[src/fpa_pkg.sv]
`timescale 1ns / 1ps
package fpa_pkg;

  localparam int unsigned Precision = 10;
  localparam int unsigned FracBits  = Precision - 1;
  localparam int unsigned DivBits   = 64;
  localparam int unsigned QDepth    = 4;
  localparam int unsigned QPtrW     = 2;

  typedef enum logic [2:0] {
    CMD_ADD     = 3'd0,
    CMD_SUB     = 3'd1,
    CMD_FIXMUL  = 3'd2,
    CMD_FIXDIV  = 3'd3,
    CMD_INTMUL  = 3'd4,
    CMD_INTDIV  = 3'd5,
    CMD_NEGATE  = 3'd6,
    CMD_COMPARE = 3'd7
  } cmd_t;

  // classified item handed from front to back
  typedef struct packed {
    cmd_t               cmd;
    logic signed [31:0] a;
    logic signed [31:0] b;
    logic               lt;
    logic               eq;
    logic               gt;
    logic               dz;
  } item_t;

  typedef struct packed {
    logic signed [31:0] res;
    logic               lt;
    logic               eq;
    logic               gt;
    logic               dz;
  } res_t;

endpackage

[src/fpa_front.sv]
`timescale 1ns / 1ps
module fpa_front import fpa_pkg::*; (
  input  logic               clk,
  input  logic               rst,
  input  logic               in_valid,
  output logic               in_ready,
  input  logic [2:0]         in_cmd,
  input  logic signed [31:0] in_a,
  input  logic signed [31:0] in_b,
  output logic               q_valid,
  input  logic               q_ready,
  output item_t              q_item
);

  item_t             mem [QDepth];
  logic [QPtrW:0]    wptr, rptr;
  logic              is_div;
  item_t             cls;

  always_comb begin
    is_div     = (in_cmd == CMD_FIXDIV) || (in_cmd == CMD_INTDIV);
    cls.cmd    = cmd_t'(in_cmd);
    cls.a      = in_a;
    cls.b      = in_b;
    cls.lt     = in_a < in_b;
    cls.eq     = in_a == in_b;
    cls.gt     = in_a > in_b;
    cls.dz     = is_div && (in_b == 32'sd0);
  end

  assign in_ready = (wptr - rptr) != QDepth[QPtrW:0];
  assign q_valid  = wptr != rptr;
  assign q_item   = mem[rptr[QPtrW-1:0]];

  always_ff @(posedge clk) begin
    if (in_valid && in_ready) begin
      mem[wptr[QPtrW-1:0]] <= cls;
    end
  end

  always_ff @(posedge clk) begin
    if (rst) begin
      wptr <= '0;
      rptr <= '0;
    end else begin
      if (in_valid && in_ready) wptr <= wptr + 1'b1;
      if (q_valid && q_ready)   rptr <= rptr + 1'b1;
    end
  end

  a_flags_onehot: assert property (@(posedge clk) disable iff (rst)
    $onehot({cls.lt, cls.eq, cls.gt})) else $error("compare flags not one-hot");
  a_no_overfill: assert property (@(posedge clk) disable iff (rst)
    (wptr - rptr) <= QDepth[QPtrW:0]) else $error("queue overfilled");
  a_empty_gap: assert property (@(posedge clk) disable iff (rst)
    !q_valid |-> in_ready) else $error("empty queue refused word");

endmodule

[config.mk]
export PLATFORM = sky130hd
export DESIGN_NAME = fpa_front
export DESIGN_NICKNAME = d
export VERILOG_FILES = /design/src/fpa_pkg.sv /design/src/fpa_front.sv
export SDC_FILE = /design/constraint.sdc
export NUM_CORES = 1
export LEC_CHECK = 0
export ABC_AREA = 1
export BUFFER_PORTS_ARGS = -buffer_cell sky130_fd_sc_hd__clkbuf_2
export CAP_MARGIN = 30
export CORE_ASPECT_RATIO = 1.5
export CORE_MARGIN = 3
export CORE_UTILIZATION = 30
export CTS_BUF_LIST = sky130_fd_sc_hd__clkbuf_4
export CTS_CLUSTER_DIAMETER = 30
export DETAILED_ROUTE_END_ITERATION = 8
export GPL_TIMING_DRIVEN = 0
export PLACE_DENSITY = 0.55
export SLEW_MARGIN = 25
export SYNTH_ARGS = -nofsm -noshare
export SYNTH_HDL_FRONTEND = slang
export SYNTH_SLANG_ARGS = --single-unit
[constraint.sdc]
create_clock -name clk -period 4.9 [get_ports clk]
set_input_delay 0.49 -clock clk [delete_from_list [all_inputs] [get_ports clk]]
set_output_delay 0.49 -clock clk [all_outputs]
set_load 0.01 [all_outputs]
==> results of run 1 <==
[final timing paths]
path	cells after the start	start	endpoint	slack, ps
worst max-delay path	6	flip-flop	q_item[24]	1700
worst min-delay path	1	in_a[21]	mem[0][57]	60
worst max register to register	10	rptr[1]	mem[3][56]	2540
worst min register to register	1	wptr[2]	wptr[2]	490
[Yosys cell counts, drive strengths merged]
cell type,instances
a211oi,2
a21o,1
a21oi,18
buf,12
clkbuf,34
dfxtp,8
edfxtp,284
ha,39
inv,54
nand2,46
nand3,7
nand4,6
nor2,167
nor3,3
nor3b,1
nor4,6
o21ai,147
o21bai,1
o22ai,71
or2,2
[layer usage]
metal | GRT usage, % | share of wire [%] | vias up
met5 | 0 | 0 | -
met4 | 7.70 | 3.2 | 0
met3 | 3.36 | 5.5 | 57
met2 | 27.8 | 53 | 253
met1 | 18.0 | 39 | 4036
li1 | - | - | 3985
[power groups by stage]
| stage | sequential (W) | combinational, W | clock (W) |
|---|---|---|---|
| 3_3_place_gp | 0.00353 | 0.00304 | 0 |
| 2_1_floorplan | 0.00347 | 0.00170 | 0 |
| 4_1_cts | 0.00339 | 0.00339 | 0.00199 |
| 3_5_place_dp | 0.00344 | 0.00333 | 0 |
| 5_1_grt | 0.00342 | 0.00364 | 0.00212 |
| 6_report | 0.00338 | 0.00331 | 0.00192 |
[state kept, by name (all words and copies together), names as in the netlist, named ones only]
signal and flops:
wptr 3, rptr 3, mem 284
[placed cells by master, fill, tap and decap left out, types with 9 or more instances in the layout]
cell,Yosys,routed
edfxtp_1,284,284
nor2_1,162,159
o21ai_0,145,145
clkbuf_2,1,144
clkbuf_4,0,96
o22ai_1,71,71
dlygate4sd3_1,0,65
inv_1,53,53
ha_1,39,39
nand2_1,38,38
clkbuf_1,33,33
a21oi_1,17,17
clkinv_1,0,14
buf_16,0,12
buf_4,9,9
[worst max-delay path, delay by kind of cell, from the launching register on]
kind,cells,cell delay (ps)
buffers and inverters,4,1160
AOI/OAI and AO/OA,2,510
DFF,1,290
[final cells by class]
| class | count | area, µm² |
|---|---|---|
| Sequential cell | 292 | 8690 |
| Timing Repair Buffer | 224 | 1780 |
| Buffer | 46 | 218 |
| Inverter | 54 | 203 |
| Tap cell | 495 | 619 |
| Multi-Input combinational cell | 517 | 2830 |
| Fill cell | 3785 | 23700 |
| Clock buffer | 96 | 721 |
| Clock inverter | 24 | 124 |
| Antenna cell | 1 | 2.50 |
[metrics by stage]
step	setup TNS, ps	setup WS, ps	total power (W)	hold WS (ps)
floorplan	0	310	0.00517	433
global placement	-494990	-2460	0.00658	451
detailed placement	0	2430	0.00677	478
CTS	0	1580	0.00876	6.74
global route	0	1460	0.00918	1.96
finish	0	1700	0.00861	59.7
[cell families after synthesis]
kind of cell | Yosys count | share of synthesized area [%]
flops | 292 | 72.9
compound gates | 240 | 11.0
simple gates | 238 | 8.42
buf+inv | 100 | 3.53
fa+ha+maj | 39 | 4.10
==> results by group, run 1 <==
Run status
  • Status: complete, no violations

Layout
  • Fin nets: roughly 1300
  • Fin cells: 1749
  • Share of layout cells above drive strength 1: between 20 and 25%
  • Post-Route Utilization: around two fifths
  • Final instance area: 15200 µm²
  • Synthesis-to-layout area growth: 27.5%

Power and ir drop
  • LEAKAGE: 5.66 nW
  • Flop pwr share: between 30% and 40%
  • VDD IR max: about 0.00034 V
  • Clk pwr share: roughly 22%
  • Switching Share: approximately 38%
  • Cell area power density: ~570 nW/µm²
  • Combinational Power Share: 38.4%
  • Pint: around 0.0054 W
  • Psw: between 0.003 and 0.004 W

Floorplanning
  • I/O Pins: around 140
  • DIE WIDTH: about 170 µm
  • Row cnt: 88
  • Die area: between 40000 and 50000 µm²
  • Core footprint: approximately 39000 µm²
  • Die Span Y: between 200 and 300 µm
  • Starting Density: about 30%

Placed design
  • Placed cells: 1563
  • Dpl hpwl: between 20000 and 25000 µm
  • GP Congestion: ~0.77
  • Post-placement cell area: ~14000 µm²
  • Buffers on Ports: ~140

Detailed routing
  • Pre-Repair DR Iteration Count: 5
  • Sum of routed wire length over all layers: 33300 µm
  • DRT iter0 DRCs: approximately 500
  • Wirelength per Cell: 19.0 µm
  • Antenna viol nets, final: 0
  • Vias: 8331
  • Vias/cell: 4.76
  • Drc violations: 0

Synthesis
  • Cell variety after synth: 34
  • Avg Cell Area, Syn: about 13 µm²
  • Post-Syn Area: 11900 µm²
  • Top cells by area, synth: edfxtp_1 72%, o21ai_0 6.1%, nor2_1 5.1%
  • Synth warn: 0
  • Register area share after synthesis: between 70% and 80%
  • FF+latch count, synth: ~290
  • Synthesized instance count: between 900 and 1000
  • Post-synth top area share: around 70%
  • Post-Syn Nets: 1019
  • Post-synth top area cell: edfxtp_1

Setup path
  • Endpoint type of the worst setup path: output pin
  • Worst EP arrival: 2710 ps
  • Worst Path Required: around 4400 ps
  • Type of the worst setup path: flip-flop to output pin
  • CP startpoint kind: flip-flop
  • Crit-path cells: buf_2 -> inv_1 -> clkbuf_1 -> o21ai_0 -> o22ai_1 -> clkbuf_2
  • Slowest Stage Delay on Critical Path: between 400 and 500 ps
  • Crit path max-delay cell type: clkbuf_1
  • Peak fanout along the critical path: 10

Clock tree
  • Max clock buf depth: 3
  • CTS resizes: 0
  • H-tree level count: 3
  • Setup Fix Bufs, Post-CTS: 0
  • Worst-path clk slew: approximately 60 ps
  • Post-CTS Hold Fix Bufs: 65
  • Root Buffer: clkbuf_4
  • TritonCTS clock tree: done
  • Clock sinks: between 200 and 300
  • Clock Latency Late Sink: between 700 and 800 ps
  • TritonCTS buffer count: 72

Global route
  • Number of global-route vias before repair: about 8600
  • Largest net degree at the start of global routing: 22
  • Initial antenna violation count: 1
  • GRT Util Overall: about 16%
  • First-pass GRT wire length: 50500 µm
  • GRT Residual Overflow: 0

Flow run
  • Maxcap violations: 0

STA
  • Pins over their slew limit: 0
  • Final hold violations: 0
  • Clock Skew: approximately 41 ps
  • Fmax: ~310 MHz
  • Final setup fails: 0
  • Fin crit period: around 3200 ps
  • Slew HR: 55.6%
  • RSZ-0062 raised after global routing: no
  • Slew at the pin closest to its max-slew limit: ~670 ps
  • Tcrit/Tclk final: between 60 and 70%

Worst hold path
  • Worst Hold Class: input port to flip-flop
No activity file was read; power rests on OpenSTA's default activity.
==> inputs of run 2 (changes only) <==
- ABC_AREA: 1 -> 0
- clock period: 4.9 -> 3.2 ns (I/O delays scaled with it)
==> run 2 against run 1 <==
Clock-buffer cell count is 4 higher. Worst hold slack improved by 340 ps. Setup slack got worse by 1400 ps. First-iteration DRC count decreased by 47%. Largest cell class unchanged.
==> results by group, run 2 <==
Run status
  • Status: complete, no violations

Detailed routing
  • Met1 wire length: 10600 µm (-18%)
  • Pre-Repair DR Iteration Count: 4 (-1)
  • WL met3: 1300 µm (-29%)
  • Vias/cell: 4.55 (-4.5%)
  • Vias: 6318 (-24%)
  • Sum of routed wire length over all layers: 26900 µm (-19%)
  • DR WL met2: 14400 µm (-18%)
  • Drc violations: 0 (unchanged)
  • Antenna viol nets, final: 0 (unchanged)
  • DR top layer: met4
  • Wirelength per Cell: 19.4 µm (+1.9%)
  • DRT iter0 DRCs: 268 (-47%)

Setup path
  • Worst R2R Path Depth: 7 (-3)
  • CP startpoint kind: flip-flop
  • Endpoint type of the worst setup path: output pin
  • Type of the worst setup path: flip-flop to output pin
  • FF-to-FF End: mem[3][57]
  • Worst Path Required: 2880 ps (-1530 ps)
  • Reg-to-reg startpoint: wptr[0]
  • Peak fanout along the critical path: 10 (unchanged)
  • Flop2flop setup slack: 630 ps (-1910 ps)
  • Worst EP arrival: 2610 ps (-100 ps)
  • Critical path destination: q_item[68]

Global route
  • First-pass GRT wire length: 41200 µm (-18%)
  • Initial antenna violation count: 2 (+1)
  • GRT Residual Overflow: 0 (unchanged)
  • Number of global-route vias before repair: 7001 (-19%)
  • GRT Util Overall: 13.5% (-2.3 points)
  • Largest net degree at the start of global routing: 39 (+77%)

STA
  • Setup WS post-layout: 265 ps (-1440 ps)
  • Clock Skew: 32.0 ps (-9.45 ps)
  • Tcrit/Tclk final: 91.7%
  • Pins over their slew limit: 0 (unchanged)
  • Final hold violations: 0 (unchanged)
  • Final setup fails: 0 (unchanged)
  • Fin crit period: 2930 ps
  • Slew at the pin closest to its max-slew limit: 715 ps (+49.1 ps)
  • Slew HR: 51.9% (-3.7 points)
  • RSZ-0062 raised after global routing: no
  • Fmax: roughly 340 MHz

Clock tree
  • TritonCTS buffer count: 76 (+5.6%)
  • Worst-path clk slew: 70 ps (about the same)
  • H-tree level count: 3 (unchanged)
  • Clock Latency Late Sink: 720 ps (-20 ps)
  • Clock sinks: 292 (unchanged)
  • Max clock buf depth: 3 (unchanged)
  • Root Buffer: clkbuf_4
  • TritonCTS clock tree: done

Synthesis
  • FF+latch count, synth: 292 (unchanged)
  • Post-Syn Nets: 654 (-36%)
  • Cell variety after synth: 34 (unchanged)
  • Async S/R FF share, synth: 0% (unchanged)
  • Post-synth top cells: 284 x edfxtp_1, 71 x mux4_2, 39 x ha_1, 37 x inv_1, 11 x a21oi_1
  • Post-synth top area cell: edfxtp_1
  • Post-synth top flop: edfxtp_1
  • Synthesized instance count: 544 (-40%)
  • Register area share after synthesis: 75.2% (+2.3 points)
  • Synth warn: 0 (unchanged)
  • Post-Syn Area: 11500 µm² (-3.1%)
  • Count leader, synth: edfxtp_1
  • Post-synth EDFFs: 284 (unchanged)
  • Post-synth top area share: 73.9% (+2.3 points)
  • Top cells by area, synth: edfxtp_1 74%, mux4_2 14%, ha_1 4.2%
  • Avg Cell Area, Syn: 21.2 µm² (+62%)

Layout
  • Max reg flops: 284 (unchanged)
  • Share of layout cells above drive strength 1: 39.6% (+16 points)
  • Most frequent cells in the layout: 284 x edfxtp_1, 150 x clkbuf_2, 100 x clkbuf_4
  • Commonest non-fill, non-tap cell in the layout: edfxtp_1
  • Synthesis-to-layout area growth: 28.8%
  • Fillers: 3465 (-8.5%)
  • Fin nets: 950 (-28%)
  • Post-Route Utilization: 39.4% (+0.30 points)

Power and ir drop
  • VDD IR max: 0.000468 V (+37%)
  • Cell area power density: 762 nW/µm² (+34%)
  • LEAKAGE: 5.41 nW (-4.5%)

Floorplanning
  • I/O Pins: 144 (unchanged)
  • Core footprint: 37800 µm² (-2.8%)
  • Die area: 40900 µm² (-3.0%)
  • Die Span Y: 246 µm (-1.5%)
  • DIE WIDTH: 166 µm (-1.5%)
  • Starting Density: 30.6% (-0.079 points)
  • Row cnt: 87 (-1.1%)

Placed design
  • Dpl ws: -165 ps (-2600 ps)
  • Buffers on Ports: 143 (unchanged)
  • GP Congestion: 0.691 (-10%)
  • Dpl hpwl: 17700 µm (-23%)

Worst hold path
  • Worst Hold Class: input port to flip-flop

Flow run
  • Maxcap violations: 0 (unchanged)
run 2: changes by cell type after synthesis, sizes merged, moves of 26 or more:
cell,delta
nand2,-38
clkbuf,-26
o21ai,-146
o22ai,-71
mux4,+71
nor2,-159
run 2: repair_timing:
item / CTS / global route
cloned: 0 / 0
endpoints found under the setup margin: 64 / 11
setup buffers: 0 / 0
hold endpoints to repair: 276 / 0
hold buffers: 71 / 0
resized for setup: 5 / 5
run 2: cells by family after synthesis:
kind of cell / synth area share, %
multiplexers: 14.0
buffers and inverters: 1.80
AND/OR/NAND/NOR: 2.56
AO/OA/AOI/OAI: 1.63
XOR/XNOR: 0.531
flip-flops: 75.2
adder cells (fa/ha/maj): 4.23
run 2: worst min path at each step:
stage                        start    endpoint  slack [ps]  cells after the start
after CTS                  in_a[7]  mem[1][43]         290                      2
after detailed placement   rptr[1]     rptr[1]         500                      2
final                      in_a[6]  mem[2][42]         400                      2
after global placement     rptr[1]     rptr[1]         500                      2
after global routing      in_a[11]  mem[2][47]         320                      2
after floorplan                rst   flip-flop         390                      1
run 2: per-stage QoR:
| step | instance area (µm²) | TNS [ps] | instances | power, W | hold WS [ps] |
|---|---|---|---|---|---|
| floorplan | 11600 | 0 | 544 | 0.00656 | 392 |
| global placement | 12900 | -84030 | 1176 | 0.00767 | 502 |
| detailed placement | 13000 | -1200 | 1181 | 0.00772 | 498 |
| CTS | 14900 | 0 | 1387 | 0.0116 | 289 |
| global route | 14900 | 0 | 1389 | 0.0120 | 317 |
| finish | 14900 | 0 | 1389 | 0.0113 | 395 |
run 2: routing by layer:
layer	vias up	GRT usage (%)
met1	3204	15.3
met5	-	0
met4	0	5.46
met2	179	24.3
met3	41	3.37
li1	2894	-
run 2: layout make-up:
type	count	area (µm²)	area share, %
multi-input cells	199	2670	17.9
repair buffers	219	1550	10.4
plain buffers	15	73.8	0.497
inverters	37	139	0.934
clock buffers	100	751	5.05
clock inverters	36	383	2.58
diodes	2	5.00	0.0337
well taps	489	612	4.12
flip-flops and latches	292	8690	58.4
run 2: where the power goes:
group | switching, W | total (W) | internal (W)
logic | 0.00150 | 0.00279 | 0.00129
clock network | 0.00152 | 0.00373 | 0.00220
registers | 0.000118 | 0.00481 | 0.00469
total | 0.00315 | 0.0113 | 0.00818
run 2: critical path, cell delays in order, from the launching register on:
cell,delay [ps]
dfxtp_1,670
buf_2,480
mux4_2,610
clkbuf_2,150
